### src/hdl/c3if_pkg.sv
// Shared constants, register codes and pipeline types of the 3x3 image filter.
package c3if_pkg;

    localparam int MAX_WIDTH_DEFAULT  = 4096;
    localparam int PIXEL_BITS_DEFAULT = 16;

    localparam int CHANNELS        = 3;
    localparam int COLOR_W         = 16;
    localparam int CFG_INDEX_W     = 3;
    localparam int CFG_DATA_W      = 16;
    localparam int WIDTH_REG_W     = 13;
    localparam int HEIGHT_REG_W    = 16;
    localparam int OUT_QUEUE_DEPTH = 8;

    localparam int WIDTH_RESET     = 640;
    localparam int HEIGHT_RESET    = 480;
    localparam int MAX_COLOR_RESET = 255;

    typedef enum logic [CFG_INDEX_W-1:0] {
        REG_IMAGE_WIDTH  = 3'd0,
        REG_IMAGE_HEIGHT = 3'd1,
        REG_MAX_COLOR    = 3'd2,
        REG_FILTER_MODE  = 3'd3,
        REG_COLOR_MODE   = 3'd4
    } cfg_index_t;

    typedef enum logic [1:0] {
        FILTER_BLUR      = 2'd0,
        FILTER_LAPLACIAN = 2'd1,
        FILTER_SHARPEN   = 2'd2
    } filter_mode_t;

    typedef enum logic {
        COLOR_GRAY = 1'b0,
        COLOR_RGB  = 1'b1
    } color_mode_t;

    typedef struct packed {
        logic emit;
        logic last;
        logic top;
        logic bottom;
        logic left;
        logic right;
    } tap_mask_t;

    typedef struct packed {
        logic valid;
        logic last;
    } out_ctrl_t;

    typedef struct packed {
        logic                                 last;
        logic [CHANNELS-1:0][COLOR_W-1:0]     color;
    } result_t;

endpackage

### src/hdl/c3if_out_queue.sv
// Merge of the lane results into one word and the result queue before the output.
module c3if_out_queue #(
    parameter int DEPTH = c3if_pkg::OUT_QUEUE_DEPTH
) (
    input  logic                                                   aclk,
    input  logic                                                   aresetn,
    input  logic                                                   push,
    input  logic [c3if_pkg::CHANNELS-1:0][c3if_pkg::COLOR_W-1:0]   push_color,
    input  logic                                                   push_last,
    output logic                                                   out_valid,
    input  logic                                                   out_ready,
    output c3if_pkg::result_t                                      out_word,
    output logic [$clog2(DEPTH+1)-1:0]                             level
);

    localparam int PTR_W = $clog2(DEPTH);
    localparam int LVL_W = $clog2(DEPTH+1);

    c3if_pkg::result_t  queue_mem [DEPTH];
    c3if_pkg::result_t  push_word;
    logic [PTR_W-1:0]   wr_ptr_reg;
    logic [PTR_W-1:0]   rd_ptr_reg;
    logic [PTR_W-1:0]   wr_ptr_next;
    logic [PTR_W-1:0]   rd_ptr_next;
    logic [LVL_W-1:0]   level_reg;
    logic [LVL_W-1:0]   level_next;
    logic               pop;

    assign push_word.color = push_color;
    assign push_word.last  = push_last;
    assign pop             = out_valid && out_ready;

    always_comb begin
        wr_ptr_next = wr_ptr_reg;
        rd_ptr_next = rd_ptr_reg;
        level_next  = level_reg;
        if (push) begin
            wr_ptr_next = (wr_ptr_reg == PTR_W'(DEPTH-1)) ? '0 : wr_ptr_reg + 1'b1;
        end
        if (pop) begin
            rd_ptr_next = (rd_ptr_reg == PTR_W'(DEPTH-1)) ? '0 : rd_ptr_reg + 1'b1;
        end
        if (push && !pop) begin
            level_next = level_reg + 1'b1;
        end else if (pop && !push) begin
            level_next = level_reg - 1'b1;
        end
    end

    always_ff @(posedge aclk) begin
        if (push) begin
            queue_mem[wr_ptr_reg] <= push_word;
        end
    end

    always_ff @(posedge aclk) begin
        if (!aresetn) begin
            wr_ptr_reg <= '0;
            rd_ptr_reg <= '0;
            level_reg  <= '0;
        end else begin
            wr_ptr_reg <= wr_ptr_next;
            rd_ptr_reg <= rd_ptr_next;
            level_reg  <= level_next;
        end
    end

    assign out_valid = (level_reg != '0);
    assign out_word  = queue_mem[rd_ptr_reg];
    assign level     = level_reg;

endmodule

### config.mk
export PLATFORM = sky130hd
export DESIGN_NAME = c3if_out_queue
export DESIGN_NICKNAME = d
export VERILOG_FILES = /design/src/hdl/c3if_pkg.sv /design/src/hdl/c3if_out_queue.sv
export SDC_FILE = /design/constraint.sdc
export NUM_CORES = 1
export LEC_CHECK = 0
export BUFFER_PORTS_ARGS = -buffer_cell sky130_fd_sc_hd__buf_4
export CAP_MARGIN = 10
export CORE_ASPECT_RATIO = 0.8
export CORE_MARGIN = 5
export CORE_UTILIZATION = 45
export DETAILED_ROUTE_END_ITERATION = 10
export PLACE_DENSITY_LB_ADDON = 0.25
export SETUP_SLACK_MARGIN = 0.5
export SKIP_CTS_REPAIR_TIMING = 1
export SYNTH_ARGS = -nofsm -noshare
export SYNTH_HDL_FRONTEND = slang
export SYNTH_SLANG_ARGS = --single-unit
### constraint.sdc
create_clock -name aclk -period 14.8 [get_ports aclk]
set_input_delay 2.22 -clock aclk [delete_from_list [all_inputs] [get_ports aclk]]
set_output_delay 2.22 -clock aclk [all_outputs]
set_load 0.03 [all_outputs]
==> run_results.csv, run 1 <==
group,metric,value,unit
worst_setup_path,cp-end-kind,"output port",
finish,largest_reg_flops,392,
worst_setup_path,worstPathCellList,"buf_4 > mux4_2 > mux2_2 > buf_4",
cts,clockBufferDepth,3,
logic_synthesis,yosys_warnings,0,
routing,wirelength,30100,um
cts,path_clk_slew,0.06,ns
cts,clk_latency,0.52,ns
floorplanning,core_area,33600,um2
logic_synthesis,avgSynthCellArea,24.0,um2
timing,period_share,39.3,%
cts,cts_tree,"done",
floorplanning,die_x,217,um
logic_synthesis,syn_inst,639,
worst_setup_path,crit_path_start_kind,"flop",
place,io_buffer_count,106,
flow_run,maxCapViolCount,0,
pwr,peakVddDrop,95.6,uV
timing,fin_skew,0.00852,ns
hold_path,hp-class,"flop to flop",
routing,drt_iter0_markers,440,
cts,clock_sinks,405,
logic_synthesis,synthDistinctLibCells,30,
routing,first_pass_iters,4,
logic_synthesis,synth_top_family_by_area,"multiplexers",
timing,tightestPinTransition,1.10,ns
finish,seq_area,12000,um2
logic_synthesis,synth_enable_flop_cells,392,
routing,post_drt_wl_per_cell,24.4,um
grt,grt_antenna_before_repair,1,
logic_synthesis,synthesis.area,15400,um2
routing,drc,0,
logic_synthesis,synth-adder-area-share,0.701,%
logic_synthesis,netlist.area_leader.share,76.6,%
logic_synthesis,synth.ff_latch_count,405,
logic_synthesis,synth_mux_area_share,18.2,%
timing,whs,0.471,ns
floorplanning,num_rows,60,
place,finalWeightedCongestion,0.700,
worst_setup_path,cp_max_fo,56,
logic_synthesis,ys_top_cells_by_count,"edfxtp_1 (392), mux4_2 (98), mux2_2 (49)",
logic_synthesis,synthTopCellsByArea,"edfxtp_1 (77%), mux4_2 (14%), mux2_2 (3.6%)",
timing,setup_violations,0,
timing,period_minus_slack,5.81,ns
finish,diodes,0,
timing,setup_tns,0,ns
place,dp_hpwl,15500,um
grt,grt_pass1_wl,45300,um
cts,cts_inserted_buffers,40,
worst_setup_path,arrival,3.59,ns
worst_setup_path,cp_data_required_time,12.58,ns
logic_synthesis,seq_area_frac_synth,78.3,%
timing,slew-limit-headroom,26.5,%
routing,vias,6805,
floorplanning,chipHeight,175,um
finish,drive_above_1_share,40.5,%
routing,ant_nets,0,
cts,cts-root-buf,"clkbuf_16",
floorplanning,dieArea,38000,um2
logic_synthesis,synth_compound_area_share,0.375,%
timing,maxSlewViolCount,0,
pwr,leakagePower,5.67,nW
worst_setup_path,crit_path_max_incr_delay,0.98,ns
floorplanning,ios,107,
finish,syn_to_final_growth,16.2,%
finish,multi_input_area,3200,um2
worst_setup_path,worstSetupPathType,"flop to output port",
worst_setup_path,critPathSlowestCell,"buf_4",
logic_synthesis,yosys.area_share.simple,1.10,%
logic_synthesis,synthArstFlopShare,0,%
logic_synthesis,synth_xor_area_share,0.114,%
grt,grt_usage,15.8,%
timing,fmax,172,MHz
grt,grt_max_degree,57,
routing,viasPerCell,5.52,
logic_synthesis,syn-num-nets,700,
logic_synthesis,synth_top_area_cell,"edfxtp_1",
logic_synthesis,yosysMostFrequentCell,"edfxtp_1",
pwr,cellPowerDensity,156,nW/um2
timing,rsz0062_at_grt,"no",
finish,nNetsFinal,829,
grt,grt_pass1_vias,7428,
finish,nFillCells,2578,
cts,htree_levels,2,
floorplanning,initial_core_util,45.7,%
logic_synthesis,ys.flop_type,"edfxtp_1",
grt,overflow,0,
outcome,outcome,"complete, no violations",
timing,hold_viol,0,
worst_setup_path,crit_top_cell,"buf_4",
metrics by stage:
stage	setup WS [ns]	cells	instance area [um2]	utilization, %	power [W]
2_1_floorplan	8.61	639	15400	-	0.00174
3_3_place_gp	9.45	1160	16700	49.5	0.00188
3_5_place_dp	9.41	1160	16700	49.5	0.00189
6_report	8.99	1232	17900	53.1	0.00279
4_1_cts	8.83	1232	17900	53.1	0.00282
5_1_grt	8.62	1232	17900	53.1	0.00290
worst paths after layout:
kind / from / end / slack, ns / cells past startpoint
max: flop / out_word[15] / 8.99 / 4
max reg2reg: level[1] / level[3] / 12.15 / 9
min reg2reg: rd_ptr_reg[1] / flop / 0.47 / 2
min: rd_ptr_reg[1] / flop / 0.47 / 2
routing by layer:
layer	wire [um]	vias to the layer above	track usage (%)
li1	-	2973	-
met1	12600	3656	20.5
met2	15500	127	27.4
met3	1280	47	3.22
met4	633	2	4.34
met5	19	-	0
final cells by class:
class                      instances  area share (%)
inverter                           2          0.0421
sequential                       405            67.5
clock buffer                      56            6.12
multi-input combinational        203            17.9
timing repair buffer             116            4.88
tap                              434            3.04
clock inverter                    16           0.554
critical path, delay by kind of cell (launching register included):
| family | cells | cell delay (ns) |
|---|---|---|
| buffers and inverters | 2 | 1.16 |
| flip-flops | 1 | 0.93 |
| multiplexers | 2 | 0.92 |
cells in the final DEF, fill, tap and decap left out, types with 2 or more instances in the layout:
| cell | instances |
|---|---|
| edfxtp_1 | 392 |
| buf_4 | 116 |
| mux4_2 | 98 |
| mux2_2 | 49 |
| clkbuf_16 | 41 |
| clkbuf_1 | 14 |
| nand2_1 | 10 |
| dfxtp_1 | 10 |
| clkinv_1 | 9 |
| ha_1 | 7 |
| nor2_4 | 6 |
| nand2b_1 | 4 |
| and2_1 | 4 |
| clkinv_2 | 4 |
| a21boi_1 | 3 |
| mux2i_1 | 3 |
| dfxtp_4 | 3 |
| inv_1 | 2 |
| nor3_2 | 2 |
| xnor2_1 | 2 |
| o21ai_0 | 2 |
| nor2b_1 | 2 |
| nand3_1 | 2 |
| clkinvlp_4 | 2 |
power by group:
group	switching, W	leakage, nW	internal, W	total, W
logic	0.000266	1.43	0.000257	0.000523
registers	0.0000453	3.67	0.00129	0.00133
clock network	0.000396	0.573	0.000532	0.000927
logic make-up (layout without fill, tap and decap cells):
group	Yosys count	count (layout)
DFF	405	405
muxes	150	150
and+or+nand+nor	34	34
buffers and inverters	31	190
AOI/OAI and AO/OA	9	9
adders and majority gates	8	8
xor gates and xnor gates	2	2
Note: power is estimated with default switching activity, not from simulation.
==> run 2, diff against run 1 <==
ABC_AREA = 1   (was unset)
clock period = 4.8 ns   (was 14.8 ns; I/O delays follow)
==> run 2 against run 1 <==
Net effect: combinational power rose to 4.5 times the previous value; final area rose by 4.7%; via count rose by 48%; area after synthesis rose by 5.8%; sequential share of layout area fell by 3.0 points; die area rose by 5.5%; clock-buffer cell count fell by 8; core utilization fell by 0.82 points; setup slack got worse by 7.8 ns; clock power rose to 3.1 times the previous value; sequential power rose to 3.1 times the previous value; power rose to 3.4 times the previous value; critical path type unchanged.
==> run_results.csv, run 2 <==
group,metric,value,unit
timing,setup_tns,0,ns
pwr,cellPowerDensity,500,nW/um2
cts,cts-root-buf,"clkbuf_16",
timing,slew-limit-headroom,20.9,%
logic_synthesis,synth_enable_flop_cells,392,
worst_setup_path,cp-end-kind,"output port",
timing,period_minus_slack,3.58,ns
logic_synthesis,avgSynthCellArea,11.6,um2
worst_setup_path,rrSetupSlack,2.54,ns
hold_path,min_to,"queue_mem[2][8]",
cts,htree_levels,2,
pwr,leakagePower,6.89,nW
hold_path,worstHoldStart,"push_color[8]",
finish,syn_to_final_growth,15.0,%
floorplanning,num_rows,62,
logic_synthesis,synthTopCellsByArea,"edfxtp_1 (72%), nor2_1 (9.4%), nand2_1 (6.1%)",
routing,drc,0,
routing,wirelength,36600,um
floorplanning,initial_core_util,45.4,%
floorplanning,ios,107,
logic_synthesis,synth.ff_latch_count,405,
cts,clockBufferDepth,3,
logic_synthesis,seq_area_frac_synth,74.1,%
logic_synthesis,ys_top_cells_by_count,"nor2_1 (408), edfxtp_1 (392), nand2_1 (266)",
timing,setup_violations,0,
finish,drive_above_1_share,12.9,%
logic_synthesis,yosys_warnings,0,
timing,rsz0062_at_grt,"no",
logic_synthesis,ys.flop_type,"edfxtp_1",
pwr,peakVddDrop,364,uV
worst_setup_path,r2r-start,"wr_ptr_reg[0]",
logic_synthesis,synthesis.area,16200,um2
logic_synthesis,yosysMostFrequentCell,"nor2_1",
grt,grt_antenna_before_repair,0,
finish,utilization,52.3,%
timing,hold_viol,0,
routing,ant_nets,0,
floorplanning,dieArea,40000,um2
finish,final_cell_mix,"nor2_1 (400), edfxtp_1 (392), nand2_1 (266)",
place,dp_hpwl,18500,um
timing,maxSlewViolCount,0,
worst_setup_path,arrival,2.86,ns
routing,first_pass_iters,5,
worst_setup_path,cp_data_required_time,4.08,ns
worst_setup_path,cp_max_fo,90,
cts,cts_tree,"done",
timing,period_share,74.5,%
finish,final_common_cell,"nor2_1",
routing,viasPerCell,5.03,
finish,diodes,0,
routing,post_drt_wl_per_cell,18.3,um
routing,vias,10000,
timing,tightestPinTransition,1.19,ns
worst_setup_path,r2r_cells,4,
cts,cts_inserted_buffers,41,
worst_setup_path,worstSetupPathType,"flop to output port",
logic_synthesis,synthArstFlopShare,0,%
grt,overflow,0,
outcome,outcome,"complete, no violations",
floorplanning,die_x,222,um
worst_setup_path,r2r-end,"queue_mem[0][31]",
cts,clk_latency,0.54,ns
grt,grt_pass1_vias,9826,
logic_synthesis,synth_top_area_cell,"edfxtp_1",
worst_setup_path,crit_path_start_kind,"flop",
finish,largest_reg_flops,392,
finish,nNetsFinal,1549,
grt,grt_usage,17.8,%
timing,fmax,280,MHz
pwr,total_power,0.00934,W
hold_path,whs_path_depth,1,
grt,grt_max_degree,197,
logic_synthesis,syn_inst,1396,
cts,clock_sinks,405,
floorplanning,chipHeight,180,um
timing,fin_skew,0.0104,ns
finish,nFillCells,3071,
flow_run,maxCapViolCount,0,
place,finalWeightedCongestion,0.723,
floorplanning,core_area,35800,um2
logic_synthesis,syn-num-nets,1457,
cts,path_clk_slew,0.06,ns
hold_path,hp-class,"primary input to flop",
place,io_buffer_count,106,
logic_synthesis,synthDistinctLibCells,20,
finish,final-instance-count-excl-fill,1995,
routing,drt_iter0_markers,869,
place,place_inst,1925,
logic_synthesis,netlist.area_leader.share,72.5,%
grt,grt_pass1_wl,56600,um
[run 2: metal layers]
metal / GRT usage [%] / share of wire [%] / vias up
met5: 0 / 0 / -
met4: 4.75 / 1.8 / 0
met3: 2.97 / 5.1 / 55
met2: 28.4 / 47 / 247
met1: 25.6 / 47 / 4792
li1: - / - / 4945
[run 2: worst max path at each step]
stage               start               to  slack (ns)  cells past startpoint
global route         flop     out_word[11]        1.03                      8
finish               flop     out_word[25]        1.22                      8
floorplan            push  queue_mem[1][0]        1.44                      2
global placement     flop     out_word[18]        1.80                      8
CTS                  flop     out_word[18]        1.18                      8
detailed placement   flop     out_word[18]        1.77                      8
[run 2: cell families (layout without fill, tap and decap cells)]
group	Yosys count	count (layout)	synth area share, %
DFF	405	405	74.1
and+or+nand+nor	682	682	15.8
buffers and inverters	92	211	2.99
xor gates and xnor gates	1	1	0.0539
AOI/OAI and AO/OA	208	208	6.41
adders and majority gates	8	8	0.662
[run 2: worst max-delay path, cell delays in order (launching register included)]
cell	delay, ns
dfxtp_4	0.49
clkinv_2	0.19
buf_4	0.88
nor2_1	0.10
o21ai_1	0.11
nand2_1	0.07
nand2_1	0.06
nand2_1	0.13
buf_4	0.19
[run 2: layout make-up]
type | count | area, um2 | share of cell area, %
sequential | 405 | 12000 | 64.4
multi-input combinational | 899 | 3790 | 20.3
clock buffer | 48 | 1050 | 5.63
timing repair buffer | 124 | 993 | 5.32
tap | 480 | 601 | 3.21
clock inverter | 22 | 144 | 0.770
inverter | 17 | 67.6 | 0.362
[run 2: stage by stage]
| stage | setup WS (ns) | hold slack, ns | instance area, um2 |
|---|---|---|---|
| 6_report | 1.22 | 0.405 | 18700 |
| 2_1_floorplan | 1.44 | 0.459 | 16200 |
| 3_3_place_gp | 1.80 | 0.470 | 17500 |
| 5_1_grt | 1.03 | 0.381 | 18700 |
| 4_1_cts | 1.18 | 0.374 | 18700 |
| 3_5_place_dp | 1.77 | 0.479 | 17500 |
[run 2: power breakdown]
part	internal, W	switching [W]	leakage [nW]
clock network	0.00162	0.00129	0.591
registers	0.00400	0.0000700	3.67
logic	0.000743	0.00162	2.63
total	0.00636	0.00298	6.89
