===== src/hdl/c3if_pkg.sv =====
// Shared constants, register codes and pipeline types of the 3x3 image filter.
package c3if_pkg;

    localparam int MAX_WIDTH_DEFAULT  = 4096;
    localparam int PIXEL_BITS_DEFAULT = 16;

    localparam int CHANNELS        = 3;
    localparam int COLOR_W         = 16;
    localparam int CFG_INDEX_W     = 3;
    localparam int CFG_DATA_W      = 16;
    localparam int WIDTH_REG_W     = 13;
    localparam int HEIGHT_REG_W    = 16;
    localparam int OUT_QUEUE_DEPTH = 8;

    localparam int WIDTH_RESET     = 640;
    localparam int HEIGHT_RESET    = 480;
    localparam int MAX_COLOR_RESET = 255;

    typedef enum logic [CFG_INDEX_W-1:0] {
        REG_IMAGE_WIDTH  = 3'd0,
        REG_IMAGE_HEIGHT = 3'd1,
        REG_MAX_COLOR    = 3'd2,
        REG_FILTER_MODE  = 3'd3,
        REG_COLOR_MODE   = 3'd4
    } cfg_index_t;

    typedef enum logic [1:0] {
        FILTER_BLUR      = 2'd0,
        FILTER_LAPLACIAN = 2'd1,
        FILTER_SHARPEN   = 2'd2
    } filter_mode_t;

    typedef enum logic {
        COLOR_GRAY = 1'b0,
        COLOR_RGB  = 1'b1
    } color_mode_t;

    typedef struct packed {
        logic emit;
        logic last;
        logic top;
        logic bottom;
        logic left;
        logic right;
    } tap_mask_t;

    typedef struct packed {
        logic valid;
        logic last;
    } out_ctrl_t;

    typedef struct packed {
        logic                                 last;
        logic [CHANNELS-1:0][COLOR_W-1:0]     color;
    } result_t;

endpackage


===== src/hdl/c3if_lane.sv =====
// One colour lane: masked 3x3 sums, blur division, Laplacian/sharpen and clamp.
module c3if_lane #(
    parameter int PIXEL_BITS = c3if_pkg::PIXEL_BITS_DEFAULT
) (
    input  logic                                 aclk,
    input  logic [8:0][PIXEL_BITS-1:0]           taps,
    input  c3if_pkg::tap_mask_t                  mask,
    input  logic                                 lane_on,
    input  logic [1:0]                           filter_mode,
    input  logic [c3if_pkg::COLOR_W-1:0]         max_color,
    output logic [c3if_pkg::COLOR_W-1:0]         value
);

    localparam int SUM4_W      = PIXEL_BITS + 2;
    localparam int SUM_W       = PIXEL_BITS + 4;
    localparam int BLUR_SHIFT  = PIXEL_BITS + 7;
    localparam int MUL_W       = PIXEL_BITS + 4;
    localparam int PROD_W      = SUM_W + MUL_W;
    localparam int VAL_W       = (SUM_W > c3if_pkg::COLOR_W) ? SUM_W : c3if_pkg::COLOR_W;
    localparam logic [MUL_W-1:0] BLUR_MUL =
        MUL_W'(((64'd1 << BLUR_SHIFT) + 64'd8) / 64'd9);

    logic [8:0][PIXEL_BITS-1:0]     t;
    logic [2:0]                     row_out;
    logic [2:0]                     col_out;
    logic                           lap_mode;
    logic                           sharpen;

    logic [SUM4_W-1:0]              edge_sum_reg;
    logic [SUM4_W-1:0]              corner_sum_reg;
    logic [PIXEL_BITS-1:0]          centre_reg;
    logic [SUM_W-1:0]               blur_sum_reg;
    logic signed [SUM_W-1:0]        lap_b_reg;
    logic [PROD_W-1:0]              prod;
    logic [PIXEL_BITS-1:0]          quot_reg;
    logic signed [SUM_W-1:0]        lap_c_reg;
    logic [PIXEL_BITS+2:0]          kc;
    logic [VAL_W-1:0]               cand;
    logic [c3if_pkg::COLOR_W-1:0]   value_next;
    logic [c3if_pkg::COLOR_W-1:0]   value_reg;

    assign lap_mode = (filter_mode == c3if_pkg::FILTER_LAPLACIAN) ||
                      (filter_mode == c3if_pkg::FILTER_SHARPEN);
    assign sharpen  = (filter_mode == c3if_pkg::FILTER_SHARPEN);

    always_comb begin
        row_out = {mask.bottom, 1'b0, mask.top};
        col_out = {mask.right, 1'b0, mask.left};
        for (int r = 0; r < 3; r++) begin
            for (int c = 0; c < 3; c++) begin
                t[r*3+c] = (row_out[r] || col_out[c]) ? '0 : taps[r*3+c];
            end
        end
    end

    always_comb begin
        kc = {centre_reg, 2'b00} + (sharpen ? (PIXEL_BITS+3)'(centre_reg) : '0);
    end

    assign prod = PROD_W'(blur_sum_reg) * PROD_W'(BLUR_MUL);

    always_comb begin
        if (lap_mode) begin
            cand = lap_c_reg[SUM_W-1] ? '0 : VAL_W'(lap_c_reg[SUM_W-2:0]);
        end else begin
            cand = VAL_W'(quot_reg);
        end
        if (!lane_on) begin
            value_next = '0;
        end else if (cand > VAL_W'(max_color)) begin
            value_next = max_color;
        end else begin
            value_next = cand[c3if_pkg::COLOR_W-1:0];
        end
    end

    always_ff @(posedge aclk) begin
        edge_sum_reg   <= SUM4_W'(t[1]) + SUM4_W'(t[7]) + SUM4_W'(t[3]) + SUM4_W'(t[5]);
        corner_sum_reg <= SUM4_W'(t[0]) + SUM4_W'(t[2]) + SUM4_W'(t[6]) + SUM4_W'(t[8]);
        centre_reg     <= t[4];

        blur_sum_reg   <= SUM_W'(edge_sum_reg) + SUM_W'(corner_sum_reg) + SUM_W'(centre_reg);
        lap_b_reg      <= $signed(SUM_W'(kc)) - $signed(SUM_W'(edge_sum_reg));

        quot_reg       <= prod[BLUR_SHIFT +: PIXEL_BITS];
        lap_c_reg      <= lap_b_reg;

        value_reg      <= value_next;
    end

    assign value = value_reg;

endmodule


===== config.mk =====
export PLATFORM = sky130hd
export DESIGN_NAME = c3if_lane
export DESIGN_NICKNAME = d
export VERILOG_FILES = /design/src/hdl/c3if_pkg.sv /design/src/hdl/c3if_lane.sv
export SDC_FILE = /design/constraint.sdc
export NUM_CORES = 1
export LEC_CHECK = 0
export BUFFER_PORTS_ARGS = -buffer_cell sky130_fd_sc_hd__clkbuf_2
export CORE_MARGIN = 2
export CORE_UTILIZATION = 36
export CTS_CLUSTER_SIZE = 10
export DETAILED_ROUTE_END_ITERATION = 12
export GPL_ROUTABILITY_DRIVEN = 1
export SYNTH_ARGS = -nofsm -noshare
export SYNTH_HDL_FRONTEND = slang
export SYNTH_SLANG_ARGS = --single-unit

===== constraint.sdc =====
create_clock -name aclk -period 5.95 [get_ports aclk]
set_clock_uncertainty 0.1 [all_clocks]
set_input_delay 0.2975 -clock aclk [delete_from_list [all_inputs] [get_ports aclk]]
set_output_delay 0.2975 -clock aclk [all_outputs]
set_load 0.02 [all_outputs]

==> results of run 1 <==
[cells in the mapped netlist (20+ instances only)]
cell type / count / area share (%)
inv_1: 298 / 7.6
ha_1: 231 / 20
fa_1: 187 / 25
dfxtp_1: 144 / 19
nand2_1: 119 / 3.0
nor2_1: 60 / 1.5
xnor2_1: 57 / 3.4
nand2b_1: 55 / 2.3
a21oi_1: 52 / 1.8
a21o_1: 39 / 2.0
o21ai_0: 32 / 1.1
nor2b_1: 25 / 1.1
nor3_1: 24 / 0.81
o211ai_1: 23 / 1.2
and2_1: 22 / 0.93
xor2_1: 20 / 1.2
[layout make-up]
type                       instances  area [sq um]
tap                              532           666
timing repair buffer             215          1220
inverter                         298          1120
clock inverter                    14           144
fill                            4078         23600
clock buffer                      18           439
multi-input combinational       1086         10700
sequential                       144          2880
[worst max-delay path, delay by kind of cell (launching register included)]
family / cells / cell delay (ns)
AOI/OAI and AO/OA: 6 / 1.32
xor gates and xnor gates: 1 / 0.11
adders and majority gates: 7 / 2.93
buffers and inverters: 4 / 0.20
DFF: 1 / 0.46
and+or+nand+nor: 1 / 0.22
[kinds of logic after synthesis]
kind of cell	synth area share, %
simple gates	11.7
compound gates	11.1
flops	19.5
fa+ha+maj	44.8
mux	0.0760
buf+inv	8.25
xor+xnor	4.55
[routing by layer]
metal  vias up  wire [microns]
li1       5446               -
met1      5137           15200
met2       214           16900
met3        27            1230
met4         0             484
met5         -               0
[worst min path at each step]
stage	from	to	slack (ns)	cells past startpoint
3_3_place_gp	lap_b_reg[19]$_DFF_P_	lap_c_reg[19]$_DFF_P_	0.21	0
4_1_cts	max_color[13]	value[13]$_SDFF_PN0_	0.001	3
3_5_place_dp	lap_b_reg[12]$_DFF_P_	lap_c_reg[12]$_DFF_P_	0.21	0
2_1_floorplan	lap_b_reg[0]$_DFF_P_	lap_c_reg[0]$_DFF_P_	0.21	0
5_1_grt	max_color[1]	value[1]$_SDFF_PN0_	0.02	3
6_report	max_color[2]	value[2]$_SDFF_PN0_	0.01	3
[per-stage QoR]
stage	setup WS [ns]	cells	cell area, sq um
after global routing	0.219	2307	17200
after detailed placement	0.488	2251	16400
after CTS	0.447	2307	17200
after global placement	0.518	2251	16400
final	0.494	2307	17200
after floorplan	0.974	1549	14800
==> metrics, run 1 <==
Num CTS Buffers=17; routed vias/inst=4.69; total routed wirelength=33800 microns; Synth warnings=0; Layout Utilization=42.2%; Mapped Cells=1549; Clk Latency, worst-skew pair=0.42 ns; worst-path cell chain=fa_1 -> ha_1 -> ha_1 -> inv_1 -> fa_1 -> inv_1 -> fa_1 -> inv_1 -> fa_1 -> inv_1 -> ha_1 -> a21o_1 -> a21oi_1 -> o211ai_1 -> o21ai_1 -> o31ai_1 -> and3_1 -> a311oi_1 -> xnor2_1; Final Hold Viols=0; die height=207 microns; CP max stage delay=0.50 ns; Hold Path Class=primary input to flop; Total Die Area=42800 sq um; commonest non-fill, non-tap cell in the layout=inv_1; number of synthesized flops with an enable pin=0; grt peak-use layer=met2; # clock sinks=144; first-pass GRT wire length=56500 microns; highest-count cells in the layout ignoring fill and taps=inv_1 (298), ha_1 (231), fa_1 (187), clkbuf_2 (183), dfxtp_1 (144); Final nets=2350; DRC errors left=0; fin crit share=91.7%; post-synth cell types=66; row cnt=74; post-layout min period=5.46 ns; fin. max-slew vios=0; Least-Margin Pin Slew=0.771 ns; Startpoint Class=flop; CTS tree=done; PortBufs=183; Chip Width=207 microns; FF-to-FF End=quot_reg[15]$_DFF_P_; # hold bufs at CTS=24; vias in the first global route=11600; FF-to-FF Start=blur_sum_reg[7]$_DFF_P_; met3 Track Usage GR=2.20%; CTS root buffer=clkbuf_16; syn avg cell area=9.56 sq um; Crit Path Max Fanout=4; Setup CP Type=flop to flop; outcome=finished, final reports clean; Mapped Area=14800 sq um; # setup viols final=0; hpwl dp=30000 microns; met2 Use GR=30.6%; Seq cells post-synth=144; met1 usage=20.8%; initial antenna violation count=1; R2R cell count=19; setup TNS=0 ns; Worst EP arrival=5.66 ns; ANT nets after route=0; Reg2Reg Setup Slack=0.49 ns; Slew headroom=47.3%; GP Congestion=0.853; setup bufs post-CTS=0; 1st-pass router iterations=4; Overflow after GRT=0; Post-synth ARST share=0%; slowest cell on the critical path=fa_1; crit end category=flop; crit path launch=blur_sum_reg[7]$_DFF_P_; largest net degree at the start of global routing=32; Syn-to-layout area delta=15.9%; core footprint=40700 sq um; Wirelength per Cell=14.7 microns; GRT Util Overall=16.7%; Initial Util=36.4%; Most used DFF post-synth=dfxtp_1; number of DRC violations after detailed-routing iteration 0=393; Max Clock Freq=183 MHz; Clock Path Buffers=2; setup repair after global routing missed its margin=false; Worst-path clk slew=0.07 ns; Ant. Diodes=0; CP endpoint=quot_reg[15]$_DFF_P_; H-Tree Depth=4; layout cells sized above 1=13.8%; # IOs=186; Mapped Nets=2137; maxcap violations=0; sequential fraction of the synthesis area=19.5%; post-CTS sizing=0; Req. time, crit path=6.15 ns; routed vias=10800; Min Hold Slack=0.0146 ns
Power of run 1 is not shown: default switching activity piles up to over one toggle a cycle in this logic, so the estimate is an artifact.
==> run 2: changes to the inputs <==
--- a/config.mk
+++ b/config.mk
@@ -5,12 +5,15 @@
 export SDC_FILE = /design/constraint.sdc
 export NUM_CORES = 1
 export LEC_CHECK = 0
+export ABC_AREA = 1
 export BUFFER_PORTS_ARGS = -buffer_cell sky130_fd_sc_hd__clkbuf_2
 export CORE_MARGIN = 2
 export CORE_UTILIZATION = 36
 export CTS_CLUSTER_SIZE = 10
 export DETAILED_ROUTE_END_ITERATION = 12
 export GPL_ROUTABILITY_DRIVEN = 1
+export HOLD_SLACK_MARGIN = 0.15
 export SYNTH_ARGS = -nofsm -noshare
 export SYNTH_HDL_FRONTEND = slang
 export SYNTH_SLANG_ARGS = --single-unit
+export TNS_END_PERCENT = 10
==> run 2 against run 1 <==
Effect of this change:
- die area is 8.2% higher
- final cell count is 25% higher
- via count is 20% higher
- critical path depth is 1 higher
- worst hold slack better by 0.17 ns
- global-route usage is 1.3 points higher
- first-iteration DRC count is 3.8% higher
- synthesized area is 8.4% higher
- sequential share of layout area is 1.2 points lower
- critical path type unchanged
==> metrics, run 2 <==
H-Tree Depth=4 (unchanged); post-synth top area cell=fa_1; layout cells sized above 1=9.95% (-3.9 points); Reg2Reg Setup Slack=0.90 ns (+0.40 ns); # clock sinks=144 (unchanged); Seq cells post-synth=144 (unchanged); CP Buf/Inv Count=5 (+1); post-synth cell types=41 (-38%); worst slack, placed=0.855 ns (+0.367 ns); Overflow after GRT=0 (unchanged); PortBufs=183 (unchanged); fin. max-slew vios=0 (unchanged); first-pass GRT wire length=66800 microns (+18%); highest-count cells in the layout ignoring fill and taps=nand2_1 (480), inv_1 (447), ha_1 (231), fa_1 (187), clkbuf_2 (183); DRC errors left=0 (unchanged); GRT Util Overall=18.0% (+1.3 points); routed vias=13000 (+20%); CTS tree=done; Chip Width=215 microns (+4.0%); Worst Hold End=corner_sum_reg[0]$_DFF_P_; row cnt=77 (+4.1%); Most used DFF post-synth=dfxtp_1; syn avg cell area=7.81 sq um (-18%); Clk Latency, worst-skew pair=0.44 ns (+0.02 ns); slowest cell on the critical path=fa_1; Final nets=2856 (+22%); ANT nets after route=0 (unchanged); share of the synthesized area in the top cell type=23.3% (-2.0 points); setup TNS=0 ns (unchanged); Sequential Area=2880 sq um (unchanged); number of DRC violations after detailed-routing iteration 0=408 (+3.8%); Worst Min Path Start=taps[128]; Ant. Diodes=0 (unchanged); hpwl dp=35700 microns (+19%); sequential fraction of the synthesis area=18.0% (-1.5 points); GP Congestion=0.905 (+6.1%); Mapped Area=16100 sq um (+8.4%); Clock Path Buffers=2 (unchanged); post-CTS sizing=0 (unchanged); die height=215 microns (+4.0%); Total Die Area=46300 sq um (+8.2%); Setup CP Type=flop to flop; setup bufs post-CTS=0 (unchanged); FF-to-FF Start=blur_sum_reg[6]$_DFF_P_; # IOs=186 (unchanged); Min Hold Slack=0.187 ns (+0.172 ns); Crit Path Max Fanout=5 (+1); Mapped Nets=2643 (+24%); crit end category=flop; Startpoint Class=flop; Initial Util=36.4% (about the same); Synth area leaders=fa_1 (23%), ha_1 (18%), dfxtp_1 (18%); core footprint=44100 sq um (+8.3%); worst-path cell chain=fa_1 -> ha_1 -> xor2_1 -> ha_1 -> a21o_1 -> fa_1 -> inv_1 -> fa_1 -> fa_1 -> inv_1 -> ha_1 -> a21oi_1 -> o21ai_0 -> inv_1 -> nand2_1 -> inv_1 -> nand3_1 -> nand2_1 -> inv_1 -> nor2_1; post-layout min period=5.05 ns (-0.402 ns); Least-Margin Pin Slew=0.966 ns (+0.195 ns); Slew headroom=35.4% (-12 points); CTS root buffer=clkbuf_16; commonest non-fill, non-tap cell in the layout=nand2_1; vias in the first global route=13800 (+20%); R2R cell count=20 (+1); Final Hold Viols=0 (unchanged); outcome=finished, final reports clean; number of synthesized flops with an enable pin=0 (unchanged); fillers=4602 (+13%); Synth warnings=0 (unchanged); Max Clock Freq=198 MHz (+7.9%); cell mode on critical path=inv_1; total routed wirelength=39900 microns (+18%); routed vias/inst=4.53 (-3.4%); multi-input logic area=11400 sq um (+6.1%); Req. time, crit path=6.21 ns (+0.06 ns); setup repair after global routing missed its margin=false; CP max stage delay=0.53 ns (+0.03 ns); final setup margin=0.896 ns (+0.402 ns); largest net degree at the start of global routing=33 (+3.1%); # hold bufs at CTS=33 (+38%); Syn-to-layout area delta=15.1%; 1st-pass router iterations=5 (+1); Placed Area=17600 sq um (+7.6%); FF-to-FF End=quot_reg[2]$_DFF_P_; fin crit share=84.9% (-6.8 points); Worst-path clk slew=0.07 ns (about the same); Mapped Cells=2055 (+33%); CP delay by family, top=adder cells; Hold Path Class=primary input to flop; # setup viols final=0 (unchanged); Hold Path Cell Cnt=4 (+1); Worst EP arrival=5.31 ns (-0.35 ns); synth cell count leaders=nand2_1 (480), inv_1 (447), ha_1 (231), fa_1 (187), nor2_1 (150); design area=18500 sq um (+7.6%); maxcap violations=0 (unchanged); Wirelength per Cell=13.9 microns (-5.1%); most common cell in the netlist=nand2_1; Num CTS Buffers=17 (unchanged); Post-synth ARST share=0% (unchanged); initial antenna violation count=0 (-1)
-- run 2: cell types whose count changed in the layout (fill, tap and decap cells not counted), moves of 25 or more --
cell      before  now
nand2_1      119  480
inv_1        298  447
nor2_1        60  150
a21oi_1       52  122
nand3_1       12   78
nand2b_1      55    0
xnor2_1       57   15
a21o_1        39   11
nor2b_1       25    0
-- run 2: tightest hold or removal path, stage by stage --
cell and delay [ns]:
clkbuf_2 0.09, inv_1 0.03, nor2_1 0.12, ha_1 0.15
-- run 2: metrics by stage --
stage	util (%)	cells
after detailed placement	39.9	2808
final	41.9	2873
after global placement	39.9	2808
after global routing	41.9	2873
after floorplan	-	2055
after CTS	41.9	2873
-- run 2: worst max path at each step --
stage                                  start                    to  slack, ns  cells after the start
finish               blur_sum_reg[6]$_DFF_P_   quot_reg[2]$_DFF_P_       0.90                     20
detailed placement   blur_sum_reg[6]$_DFF_P_   quot_reg[2]$_DFF_P_       0.86                     20
CTS                  blur_sum_reg[6]$_DFF_P_   quot_reg[2]$_DFF_P_       0.85                     20
floorplan           blur_sum_reg[11]$_DFF_P_  quot_reg[15]$_DFF_P_       1.42                     21
global route         blur_sum_reg[6]$_DFF_P_   quot_reg[2]$_DFF_P_       0.59                     20
global placement     blur_sum_reg[6]$_DFF_P_   quot_reg[2]$_DFF_P_       0.89                     20
-- run 2: layer usage --
layer | GRT usage [%] | vias to the layer above | wire, microns
met3 | 2.45 | 37 | 1240
met1 | 21.4 | 5987 | 17700
li1 | - | 6767 | -
met2 | 33.7 | 234 | 20000
met4 | 5.29 | 0 | 919
met5 | 0 | - | 0
-- run 2: kinds of logic (layout without fill, tap and decap cells) --
kind of cell	after synthesis	in the layout	synth area share (%)
flops	144	144	18.0
simple gates	752	752	19.0
fa+ha+maj	418	418	41.3
compound gates	218	218	7.64
xor+xnor	52	52	2.84
buf+inv	471	697	11.3
-- run 2: area by class of cell --
class,instances,share of cell area (%)
Clock buffer,17,2.30
Clock inverter,15,0.765
Tap cell,592,4.01
Multi-Input combinational cell,1440,61.5
Inverter,448,9.10
Sequential cell,144,15.6
Timing Repair Buffer,217,6.78
Power of run 2 is left out for the same reason.
